### src/sv/brfrm_pkg.sv
`default_nettype none

package brfrm_pkg;

  // default sizes handed to the top level parameters
  localparam int DEF_RING_SLOTS   = 16;
  localparam int DEF_READER_SLOTS = 8;
  localparam int DEF_DATA_BYTES   = 1048576;

  // fixed field widths
  localparam int RS_W         = 3;
  localparam int TAG_W        = 32;
  localparam int LEN_W        = 21;
  localparam int OFF_W        = 20;
  localparam int CNT_W        = 4;
  localparam int DEPTH_CFG_W  = 5;
  localparam int REGION_CFG_W = 21;
  localparam int CFG_DATA_W   = 21;
  localparam int CFG_IDX_W    = 1;

  // configuration register indexes
  localparam logic [CFG_IDX_W-1:0] CFG_RING_DEPTH   = 1'b0;
  localparam logic [CFG_IDX_W-1:0] CFG_REGION_BYTES = 1'b1;

  // configuration reset values
  localparam logic [DEPTH_CFG_W-1:0]  RING_DEPTH_RST   = 5'd16;
  localparam logic [REGION_CFG_W-1:0] REGION_BYTES_RST = 21'd1048576;

  typedef enum logic [2:0] {
    CMD_PUT    = 3'd0,
    CMD_GET    = 3'd1,
    CMD_PEEK   = 3'd2,
    CMD_POST   = 3'd3,
    CMD_SYNC   = 3'd4,
    CMD_REMAIN = 3'd5,
    CMD_ATTACH = 3'd6,
    CMD_DETACH = 3'd7
  } command_t;

  typedef enum logic [1:0] {
    ST_OK        = 2'd0,
    ST_EMPTY     = 2'd1,
    ST_NO_READER = 2'd2,
    ST_TOO_LONG  = 2'd3
  } status_t;

  typedef struct packed {
    command_t          command;
    logic [RS_W-1:0]   reader_slot;
    logic [TAG_W-1:0]  frame_tag;
    logic [LEN_W-1:0]  frame_length;
  } request_t;

  typedef struct packed {
    status_t           status;
    logic [TAG_W-1:0]  out_tag;
    logic [OFF_W-1:0]  out_offset;
    logic [LEN_W-1:0]  out_length;
    logic [CNT_W-1:0]  out_count;
  } response_t;

  // controller to datapath
  typedef struct packed {
    logic load;
    logic mod_start;
    logic mod_tail;
    logic head_cap;
    logic tail_cap;
    logic fetch;
    logic exec;
  } dp_cmd_t;

  // datapath to controller
  typedef struct packed {
    logic mod_done;
  } dp_stat_t;

endpackage

`default_nettype wire

### src/sv/brfrm_mod.sv
`default_nettype none

// restoring remainder, one dividend bit per cycle
module brfrm_mod #(
  parameter int DVD_W = 4,
  parameter int DVS_W = 5
) (
  input  wire logic             clk,
  input  wire logic             rst,
  input  wire logic             start,
  input  wire logic [DVD_W-1:0] dividend,
  input  wire logic [DVS_W-1:0] divisor,
  output logic                  done,
  output logic [DVD_W-1:0]      remainder
);

  localparam int CNT_W = $clog2(DVD_W + 1);

  logic             running;
  logic [CNT_W-1:0] cnt;
  logic [DVD_W-1:0] dvd;
  logic [DVS_W-1:0] rem;
  logic [DVS_W:0]   trial;
  logic [DVS_W:0]   diff;
  logic [DVS_W-1:0] step_rem;

  always_comb begin
    trial = {rem, dvd[DVD_W-1]};
    diff  = trial - {1'b0, divisor};
    if (trial >= {1'b0, divisor}) begin
      step_rem = DVS_W'(diff);
    end else begin
      step_rem = DVS_W'(trial);
    end
  end

  always_ff @(posedge clk) begin
    if (rst) begin
      running <= 1'b0;
      cnt     <= '0;
    end else if (start) begin
      running <= 1'b1;
      cnt     <= CNT_W'(DVD_W);
    end else if (running) begin
      if (cnt != '0) begin
        cnt <= cnt - 1'b1;
      end else begin
        running <= 1'b0;
      end
    end
  end

  always_ff @(posedge clk) begin
    if (start) begin
      dvd <= dividend;
      rem <= '0;
    end else if (running && cnt != '0) begin
      rem <= step_rem;
      dvd <= dvd << 1;
    end
  end

  assign done      = running && (cnt == '0);
  assign remainder = DVD_W'(rem);

endmodule

`default_nettype wire

### src/sv/brfrm_datapath.sv
`default_nettype none

module brfrm_datapath #(
  parameter int RING_SLOTS   = brfrm_pkg::DEF_RING_SLOTS,
  parameter int READER_SLOTS = brfrm_pkg::DEF_READER_SLOTS,
  parameter int DATA_BYTES   = brfrm_pkg::DEF_DATA_BYTES
) (
  input  wire logic                             clk,
  input  wire logic                             rst,
  input  wire logic                             cfg_wr,
  input  wire logic [brfrm_pkg::CFG_IDX_W-1:0]  cfg_index,
  input  wire logic [brfrm_pkg::CFG_DATA_W-1:0] cfg_data,
  input  wire brfrm_pkg::request_t              request,
  input  wire brfrm_pkg::dp_cmd_t               cmd,
  output brfrm_pkg::dp_stat_t                   stat,
  output brfrm_pkg::response_t                  response,
  output logic                                  response_strobe
);

  localparam int SLOT_W  = (RING_SLOTS > 1) ? $clog2(RING_SLOTS) : 1;
  localparam int DEPTH_W = $clog2(RING_SLOTS + 1);
  localparam int RD_W    = (READER_SLOTS > 1) ? $clog2(READER_SLOTS) : 1;
  localparam int DCMP_W  = (DEPTH_W > brfrm_pkg::DEPTH_CFG_W) ? DEPTH_W
                                                              : brfrm_pkg::DEPTH_CFG_W;
  localparam int REGION_MAX = 2 ** brfrm_pkg::REGION_CFG_W - 1;
  localparam logic [brfrm_pkg::REGION_CFG_W-1:0] REGION_CAP =
    brfrm_pkg::REGION_CFG_W'((DATA_BYTES < REGION_MAX) ? DATA_BYTES : REGION_MAX);

  typedef struct packed {
    logic [brfrm_pkg::TAG_W-1:0] tag;
    logic [brfrm_pkg::OFF_W-1:0] offset;
    logic [brfrm_pkg::LEN_W-1:0] length;
  } slot_t;

  // configuration
  logic [brfrm_pkg::DEPTH_CFG_W-1:0]  cfg_depth;
  logic [brfrm_pkg::REGION_CFG_W-1:0] cfg_region;
  logic [DCMP_W-1:0]                  depth_ext;
  logic [DEPTH_W-1:0]                 depth;
  logic [brfrm_pkg::REGION_CFG_W-1:0] region;

  // writer and reader state
  logic [SLOT_W-1:0]                 writer_slot;
  logic [brfrm_pkg::LEN_W-1:0]       writer_offset;
  logic [READER_SLOTS-1:0]           attached;
  logic [brfrm_pkg::CNT_W-1:0]       attached_count;
  logic [SLOT_W-1:0]                 rp_mem [READER_SLOTS];
  slot_t                             slot_mem [RING_SLOTS];

  // per item registers
  brfrm_pkg::request_t               req_q;
  logic [RD_W-1:0]                   rd_q;
  logic                              rs_ok_q;
  logic [SLOT_W-1:0]                 rp_rdata;
  logic [SLOT_W-1:0]                 head_q;
  logic [SLOT_W-1:0]                 tail_q;
  slot_t                             slot_rdata;
  logic                              wrap_q;
  logic                              too_long_q;

  logic                              rs_ok;
  logic [RD_W-1:0]                   rd_idx;
  logic [SLOT_W-1:0]                 mod_dividend;
  logic [SLOT_W-1:0]                 mod_rem;

  // execute stage
  logic                              att;
  logic                              empty;
  logic [DEPTH_W-1:0]                head_inc;
  logic [DEPTH_W-1:0]                tail_inc;
  logic [SLOT_W-1:0]                 head_next;
  logic [SLOT_W-1:0]                 tail_next;
  logic [DEPTH_W-1:0]                remain;
  logic [brfrm_pkg::LEN_W-1:0]       place;
  brfrm_pkg::response_t              resp_next;
  logic [brfrm_pkg::CNT_W-1:0]       count_next;
  logic                              att_set;
  logic                              att_clr;
  logic                              rp_we;
  logic [SLOT_W-1:0]                 rp_wdata;
  logic                              slot_we;

  // clamp the configured depth and region
  always_comb begin
    depth_ext = DCMP_W'(cfg_depth);
    if (depth_ext < DCMP_W'(2)) begin
      depth = DEPTH_W'(2);
    end else if (depth_ext > DCMP_W'(RING_SLOTS)) begin
      depth = DEPTH_W'(RING_SLOTS);
    end else begin
      depth = DEPTH_W'(depth_ext);
    end
    if (cfg_region == '0) begin
      region = brfrm_pkg::REGION_CFG_W'(1);
    end else if (cfg_region > REGION_CAP) begin
      region = REGION_CAP;
    end else begin
      region = cfg_region;
    end
  end

  assign rs_ok  = 32'(request.reader_slot) < READER_SLOTS;
  assign rd_idx = rs_ok ? RD_W'(request.reader_slot) : '0;

  // head and tail reduced modulo the live depth
  assign mod_dividend = cmd.mod_tail ? rp_rdata : writer_slot;

  brfrm_mod #(
    .DVD_W (SLOT_W),
    .DVS_W (DEPTH_W)
  ) u_mod (
    .clk       (clk),
    .rst       (rst),
    .start     (cmd.mod_start),
    .dividend  (mod_dividend),
    .divisor   (depth),
    .done      (stat.mod_done),
    .remainder (mod_rem)
  );

  always_comb begin
    att      = rs_ok_q && attached[rd_q];
    empty    = head_q == tail_q;
    head_inc = DEPTH_W'(head_q) + 1'b1;
    tail_inc = DEPTH_W'(tail_q) + 1'b1;
    head_next = (head_inc == depth) ? '0 : SLOT_W'(head_inc);
    tail_next = (tail_inc == depth) ? '0 : SLOT_W'(tail_inc);
    if (head_q >= tail_q) begin
      remain = DEPTH_W'(head_q) - DEPTH_W'(tail_q);
    end else begin
      remain = DEPTH_W'(head_q) + depth - DEPTH_W'(tail_q);
    end
    place = wrap_q ? '0 : writer_offset;
  end

  always_comb begin
    resp_next  = '0;
    count_next = attached_count;
    att_set    = 1'b0;
    att_clr    = 1'b0;
    rp_we      = 1'b0;
    rp_wdata   = head_q;
    slot_we    = 1'b0;
    resp_next.status = brfrm_pkg::ST_OK;
    unique case (req_q.command)
      brfrm_pkg::CMD_PUT: begin
        if (attached_count == '0) begin
          resp_next.status = brfrm_pkg::ST_NO_READER;
        end else if (too_long_q) begin
          resp_next.status = brfrm_pkg::ST_TOO_LONG;
        end else begin
          slot_we              = 1'b1;
          resp_next.out_offset = brfrm_pkg::OFF_W'(place);
          resp_next.out_length = req_q.frame_length;
        end
      end
      brfrm_pkg::CMD_ATTACH: begin
        if (rs_ok_q) begin
          if (!attached[rd_q]) begin
            att_set    = 1'b1;
            count_next = attached_count + 1'b1;
          end
          rp_we = 1'b1;
        end
      end
      brfrm_pkg::CMD_DETACH: begin
        if (att) begin
          att_clr    = 1'b1;
          count_next = attached_count - 1'b1;
        end
      end
      brfrm_pkg::CMD_GET, brfrm_pkg::CMD_PEEK: begin
        if (!att || empty) begin
          resp_next.status = brfrm_pkg::ST_EMPTY;
        end else begin
          resp_next.out_tag    = slot_rdata.tag;
          resp_next.out_offset = slot_rdata.offset;
          resp_next.out_length = slot_rdata.length;
          rp_we    = req_q.command == brfrm_pkg::CMD_GET;
          rp_wdata = tail_next;
        end
      end
      brfrm_pkg::CMD_POST: begin
        if (!att) begin
          resp_next.status = brfrm_pkg::ST_EMPTY;
        end else begin
          rp_we    = !empty;
          rp_wdata = tail_next;
        end
      end
      brfrm_pkg::CMD_SYNC: begin
        if (!att) begin
          resp_next.status = brfrm_pkg::ST_EMPTY;
        end else begin
          rp_we = 1'b1;
        end
      end
      brfrm_pkg::CMD_REMAIN: begin
        if (!att) begin
          resp_next.status = brfrm_pkg::ST_EMPTY;
        end
      end
    endcase
    // remaining count replaces the reader count on its own command
    if (req_q.command == brfrm_pkg::CMD_REMAIN) begin
      resp_next.out_count = att ? brfrm_pkg::CNT_W'(remain) : '0;
    end else begin
      resp_next.out_count = count_next;
    end
  end

  // control state
  always_ff @(posedge clk) begin
    if (rst) begin
      cfg_depth       <= brfrm_pkg::RING_DEPTH_RST;
      cfg_region      <= brfrm_pkg::REGION_BYTES_RST;
      writer_slot     <= '0;
      writer_offset   <= '0;
      attached        <= '0;
      attached_count  <= '0;
      response_strobe <= 1'b0;
    end else begin
      if (cfg_wr) begin
        if (cfg_index == brfrm_pkg::CFG_RING_DEPTH) begin
          cfg_depth <= cfg_data[brfrm_pkg::DEPTH_CFG_W-1:0];
        end else begin
          cfg_region <= cfg_data[brfrm_pkg::REGION_CFG_W-1:0];
        end
      end
      if (cmd.exec) begin
        attached_count <= count_next;
        if (att_set) begin
          attached[rd_q] <= 1'b1;
        end
        if (att_clr) begin
          attached[rd_q] <= 1'b0;
        end
        if (slot_we) begin
          writer_slot   <= head_next;
          writer_offset <= place + req_q.frame_length;
        end
      end
      response_strobe <= cmd.exec;
    end
  end

  // per item payload
  always_ff @(posedge clk) begin
    if (cmd.load) begin
      req_q   <= request;
      rd_q    <= rd_idx;
      rs_ok_q <= rs_ok;
    end
    if (cmd.head_cap) begin
      head_q <= mod_rem;
    end
    if (cmd.tail_cap) begin
      tail_q <= mod_rem;
    end
    if (cmd.fetch) begin
      wrap_q     <= (writer_offset >= region) ||
                    (req_q.frame_length > region - writer_offset);
      too_long_q <= req_q.frame_length > region;
    end
    if (cmd.exec) begin
      response <= resp_next;
    end
  end

  // reader position memory
  always_ff @(posedge clk) begin
    if (cmd.load) begin
      rp_rdata <= rp_mem[rd_idx];
    end
    if (cmd.exec && rp_we) begin
      rp_mem[rd_q] <= rp_wdata;
    end
  end

  // descriptor memory
  always_ff @(posedge clk) begin
    if (cmd.fetch) begin
      slot_rdata <= slot_mem[tail_q];
    end
    if (cmd.exec && slot_we) begin
      slot_mem[head_q] <= '{tag:    req_q.frame_tag,
                            offset: brfrm_pkg::OFF_W'(place),
                            length: req_q.frame_length};
    end
  end

endmodule

`default_nettype wire

### src/sv/brfrm_ctrl.sv
`default_nettype none

module brfrm_ctrl (
  input  wire logic                clk,
  input  wire logic                rst,
  input  wire logic                start,
  output logic                     busy,
  output brfrm_pkg::dp_cmd_t       cmd,
  input  wire brfrm_pkg::dp_stat_t stat
);

  typedef enum logic [2:0] {
    S_IDLE,
    S_HEAD,
    S_TAIL,
    S_FETCH,
    S_EXEC
  } state_t;

  state_t state;
  state_t state_next;

  always_comb begin
    cmd        = '0;
    state_next = state;
    unique case (state)
      S_IDLE: begin
        if (start) begin
          cmd.load      = 1'b1;
          cmd.mod_start = 1'b1;
          state_next    = S_HEAD;
        end
      end
      S_HEAD: begin
        if (stat.mod_done) begin
          cmd.head_cap  = 1'b1;
          cmd.mod_start = 1'b1;
          cmd.mod_tail  = 1'b1;
          state_next    = S_TAIL;
        end
      end
      S_TAIL: begin
        if (stat.mod_done) begin
          cmd.tail_cap = 1'b1;
          state_next   = S_FETCH;
        end
      end
      S_FETCH: begin
        cmd.fetch  = 1'b1;
        state_next = S_EXEC;
      end
      S_EXEC: begin
        cmd.exec   = 1'b1;
        state_next = S_IDLE;
      end
      default: begin
        state_next = S_IDLE;
      end
    endcase
  end

  always_ff @(posedge clk) begin
    if (rst) begin
      state <= S_IDLE;
      busy  <= 1'b0;
    end else begin
      state <= state_next;
      busy  <= state_next != S_IDLE;
    end
  end

endmodule

`default_nettype wire

### src/sv/broadcast_frame_ring_manager_core.sv
`default_nettype none

// channel    signals                                   transfer
// ---------  ----------------------------------------  ---------------------------------
// command    start, busy, request                      start high while busy low
// result     response_strobe, response                 strobe high one cycle, no backoff
// config     cfg_valid, cfg_ready, cfg_index, cfg_data cfg_valid and cfg_ready high
//
// one item at a time: no new start is taken until busy drops; the response strobe
//   comes in the cycle busy drops, and start may be taken in that same cycle
// the time per item is set by the shared remainder unit, run once for the writer slot
//   and once for the reader position, one bit per cycle, plus fetch and execute steps
// rst is synchronous: no readers attached, writer at slot and offset zero, config at
//   defaults; descriptor and reader position storage is not cleared
// the receiver cannot stall; start is ignored while busy, cfg_ready follows !busy
module broadcast_frame_ring_manager_core #(
  parameter int RING_SLOTS   = brfrm_pkg::DEF_RING_SLOTS,
  parameter int READER_SLOTS = brfrm_pkg::DEF_READER_SLOTS,
  parameter int DATA_BYTES   = brfrm_pkg::DEF_DATA_BYTES
) (
  input  wire logic                             clk,
  input  wire logic                             rst,
  // command side
  input  wire logic                             start,
  output logic                                  busy,
  input  wire brfrm_pkg::request_t              request,
  // result side
  output logic                                  response_strobe,
  output brfrm_pkg::response_t                  response,
  // register writes
  input  wire logic                             cfg_valid,
  output logic                                  cfg_ready,
  input  wire logic [brfrm_pkg::CFG_IDX_W-1:0]  cfg_index,
  input  wire logic [brfrm_pkg::CFG_DATA_W-1:0] cfg_data
);

  brfrm_pkg::dp_cmd_t  cmd;
  brfrm_pkg::dp_stat_t stat;
  logic                cfg_wr;

  // registers are only written between items
  assign cfg_ready = !busy;
  assign cfg_wr    = cfg_valid && cfg_ready;

  // sequencer: accept, head reduce, tail reduce, fetch, execute
  brfrm_ctrl u_ctrl (
    .clk   (clk),
    .rst   (rst),
    .start (start),
    .busy  (busy),
    .cmd   (cmd),
    .stat  (stat)
  );

  // ring state, descriptor storage and result formation
  brfrm_datapath #(
    .RING_SLOTS   (RING_SLOTS),
    .READER_SLOTS (READER_SLOTS),
    .DATA_BYTES   (DATA_BYTES)
  ) u_datapath (
    .clk             (clk),
    .rst             (rst),
    .cfg_wr          (cfg_wr),
    .cfg_index       (cfg_index),
    .cfg_data        (cfg_data),
    .request         (request),
    .cmd             (cmd),
    .stat            (stat),
    .response        (response),
    .response_strobe (response_strobe)
  );

endmodule

`default_nettype wire

### config.mk
export PLATFORM = sky130hd
export DESIGN_NAME = broadcast_frame_ring_manager_core
export DESIGN_NICKNAME = d
export VERILOG_FILES = /design/src/sv/brfrm_pkg.sv /design/src/sv/brfrm_mod.sv /design/src/sv/brfrm_datapath.sv /design/src/sv/brfrm_ctrl.sv /design/src/sv/broadcast_frame_ring_manager_core.sv
export SDC_FILE = /design/constraint.sdc
export NUM_CORES = 2
export LEC_CHECK = 0
export BUFFER_PORTS_ARGS = -buffer_cell sky130_fd_sc_hd__buf_2
export CORE_MARGIN = 2
export CORE_UTILIZATION = 38
export DETAILED_ROUTE_END_ITERATION = 10
export MAX_ROUTING_LAYER = met4
export PLACE_DENSITY = 0.64
export SLEW_MARGIN = 0
export SYNTH_ARGS = -nofsm -noshare
export SYNTH_HDL_FRONTEND = slang
export SYNTH_SLANG_ARGS = --single-unit
### constraint.sdc
create_clock -name clk -period 15.2 [get_ports clk]
set_input_delay 1.52 -clock clk [delete_from_list [all_inputs] [get_ports clk]]
set_output_delay 1.52 -clock clk [all_outputs]
set_load 0.05 [all_outputs]
==> flow_summary.toml <==
[global_route]
number_of_antenna_violations_at_the_first_check_in_global_routing = 5
grt_pass1_vias = 30100
use_met2_pct = 27.4
grt_use_met1_pct = 25.9
grt_max_degree = 149
overflow = 0
grt_util_met3_pct = 3.03
global_route.usage.total_pct = 18.1
gr-max-usage-layer = "met2"
grt_first_pass_wirelength_mm = 208

[synth]
syn-mean-instance-area_um2 = 19.9
async_flop_share_pct = 0
top_count_cell_post_synth = "edfxtp_1"
synth.net_count = 3210
synth-warning-count = 0
synth_flop_cell = "edfxtp_1"
syn_area_um2 = 59900
cell_types_occupying_the_most_area_after_synthesis = "edfxtp_1 (72%), mux4_2 (14%), dfxtp_1 (2.6%), ha_1 (2.2%), a21oi_1 (0.87%)"
synth_edf_count = 1429
ys_ff_latch = 1506
syn_inst = 3013
post_synth_most_frequent_cells = "edfxtp_1 (1429), mux4_2 (375), nand2_1 (137)"
synth_top_area_cell = "edfxtp_1"
synth_seq_area_share_pct = 74.3
netlist.area_leader.share_pct = 71.7
yosys.cell_types.count = 71

[placed_design]
dp.final_hpwl_mm = 79.4
routabilityCongestion = 0.854
total_placed_cells_including_tap_cells = 5175
io_buffers = 166

[power_and_ir_drop]
peakVddDrop_v = 0.000115
p_leak_nw = 22.1
total_power_w = 0.00841
power_density_cells_nw_per_um2 = 123

[clocking]
tritoncts = "done"
cts-htree-levels = 4
clk_path_buf_depth = 3
cts.sinks = 1506
insertion_delay_ns = 0.78
holdBufCountCts = 0
post_cts.repair.setup_buffers = 0
post_cts_resize_count = 0
cts_root_buf = "clkbuf_16"
num_cts_buffers = 152
path_clk_slew_ns = 0.07

[floorplanning]
floorplan.initialDensity_pct = 38.3
top_level_ports = 167
core.rowCount = 145
placeableCoreArea_um2 = 156000
dieWidth_um = 401
floorplan.die.height_um = 401
floorplan.die_area_um2 = 161000

[critical_path]
critical_path_required_ns = 15.69
reg2reg_depth = 25
endpoint_of_the_most_critical_register_to_register_path = "u_datapath.wrap_q"
setup_crit_end_kind = "register"
rr_startpoint = "u_datapath.cfg_region[14]"
critPathArrivalTime_ns = 5.86
crit_type = "reg -> reg"
critical_path.max_stage_delay_ns = 0.51
critical_path_maximum_fanout = 4
critical_path.n_buffers_inverters = 1
path_delay_family = "compound AO/OA/AOI/OAI gates"
cp_num_cells = 25
cp-start-kind = "register"
crit_slowest_cell = "or4_1"
reg2reg_setup_slack_ns = 9.83

[sta]
final-max-slew-violation-count = 0
setup_repair_after_global_routing_missed_its_margin = "no"
period_needed_ns = 5.37
fraction_of_the_cycle_the_final_worst_path_needs_pct = 35.3
tightest_slew_ns = 1.29
timing.setup.tns_ns = 0
fmax_mhz = 186
finalSetupViolations = 0
finClkSkew_ns = 0.0518
relSlewSlack_pct = 13.4
report.final.hold_viol_count = 0

[finish]
nFillCells = 13400
areaGrowthSynthToFinish_pct = 14.0
num-nets-final = 3468
multi_input_area_um2 = 14700
final_util_pct = 43.7
regArea_um2 = 44500
post_route_cells_drive_above_1_share_pct = 25.2
final_cell_count_no_fill = 5443

[hold_path]
worst_hold_path_type = "reg -> reg"
min_to = "u_datapath.writer_slot[0]"
min_from = "u_datapath.writer_slot[0]"
holdPathStages = 2

[routing]
detail_route.drc_violations = 0
detailroute.via_count = 30000
drt_pre_antenna_iters = 5
routed_wirelength_mm = 143
postRouteAntennaNets = 0
vias_per_cell = 5.51
drt_iter0_drc = 3004
avgRoutedWirePerCell_um = 26.2

[run_status]
outcome = "completed"

[flow_run]
cap_viol_max_count = 0
==> report_power, final <==
| group | switching [W] | internal (W) | total (W) |
|---|---|---|---|
| combinational | 0.000141 | 0.0000820 | 0.000223 |
| sequential | 0.0000472 | 0.00456 | 0.00460 |
| clock | 0.00161 | 0.00198 | 0.00359 |
==> how the worst max path moves through the flow <==
stage,startpoint,end,slack (ns)
after CTS,u_datapath.cfg_region[14],u_datapath.wrap_q,9.84
final,u_datapath.cfg_region[14],u_datapath.wrap_q,9.83
after floorplan,u_ctrl.state[1],u_datapath.slot_mem[0][0],4.53
after global placement,u_datapath.cfg_region[14],u_datapath.wrap_q,9.79
after global routing,u_datapath.cfg_region[14],u_datapath.wrap_q,9.44
after detailed placement,u_datapath.cfg_region[14],u_datapath.wrap_q,9.90
==> layout by cell type, fill, tap and decap left out, drive strengths merged, types with 7 or more instances in the layout <==
cell    instances
edfxtp       1429
mux4          375
buf           235
clkbuf        181
nand2         137
ha            105
a21oi         105
nor2          103
inv            94
dfxtp          77
clkinv         70
o21ai          48
a22o           45
and2           40
xnor2          39
a21o           35
nor2b          22
nand3          21
nor3           20
nor4           17
nand4          15
xor2           15
nand2b         14
a31oi          12
and3           11
mux2i           7
o21a            7
fa              7
==> state kept, by name, indices dropped and copies added, names as in the netlist, 8 cells and up <==
signal,count
u_datapath.attached,8
u_datapath.slot_rdata,73
u_datapath.cfg_region,21
u_datapath.slot_mem,1168
u_datapath.response,79
u_datapath.rp_mem,32
u_datapath.req_q,56
u_datapath.writer_offset,21
==> logic make-up after synthesis <==
group	after synthesis	synth area share, %
buffers and inverters	220	1.39
adders and majority gates	113	2.45
xor gates and xnor gates	54	0.790
DFF	1506	74.3
and+or+nand+nor	425	3.43
muxes	388	14.3
AOI/OAI and AO/OA	307	3.36
==> layer usage <==
metal | up-vias | wire length (µm)
met5 | - | 0
met4 | 0 | 2350
met3 | 178 | 10000
met2 | 1151 | 66700
met1 | 15900 | 63500
li1 | 12800 | -
==> worst register-to-register path, stage by stage, from the launching register on <==
cell	delay, ns
dfxtp_1	0.33
nor4_1	0.35
nand3_1	0.15
nor2_1	0.13
nor2_1	0.05
nor2_1	0.16
inv_1	0.07
ha_1	0.21
fa_1	0.44
nor2b_1	0.11
o21ai_0	0.11
a21oi_1	0.18
o21ai_0	0.13
a21oi_1	0.39
a211o_1	0.21
a21boi_0	0.08
o21bai_1	0.17
xnor2_1	0.14
ha_1	0.26
a21o_1	0.16
a21o_1	0.16
a21oi_1	0.17
a31oi_1	0.11
a211oi_1	0.25
a41oi_1	0.07
or4_1	0.51
==> final cells by class <==
type	instances	share of cell area, %
tap	2058	3.77
inverter	89	0.500
antenna	1	0.00367
clock buffer	181	5.76
timing repair buffer	235	2.05
multi-input combinational	1287	21.6
sequential	1506	65.1
clock inverter	86	1.25
==> per-stage QoR <==
step	area [µm²]	hold WS, ns	worst slack [ns]
final	68300	0.452	9.83
after global routing	68300	0.466	9.44
after CTS	68300	0.452	9.84
after detailed placement	63500	0.448	9.90
after global placement	63500	0.442	9.79
after floorplan	59900	0.432	4.53
Power figures use the tool's default switching activity.
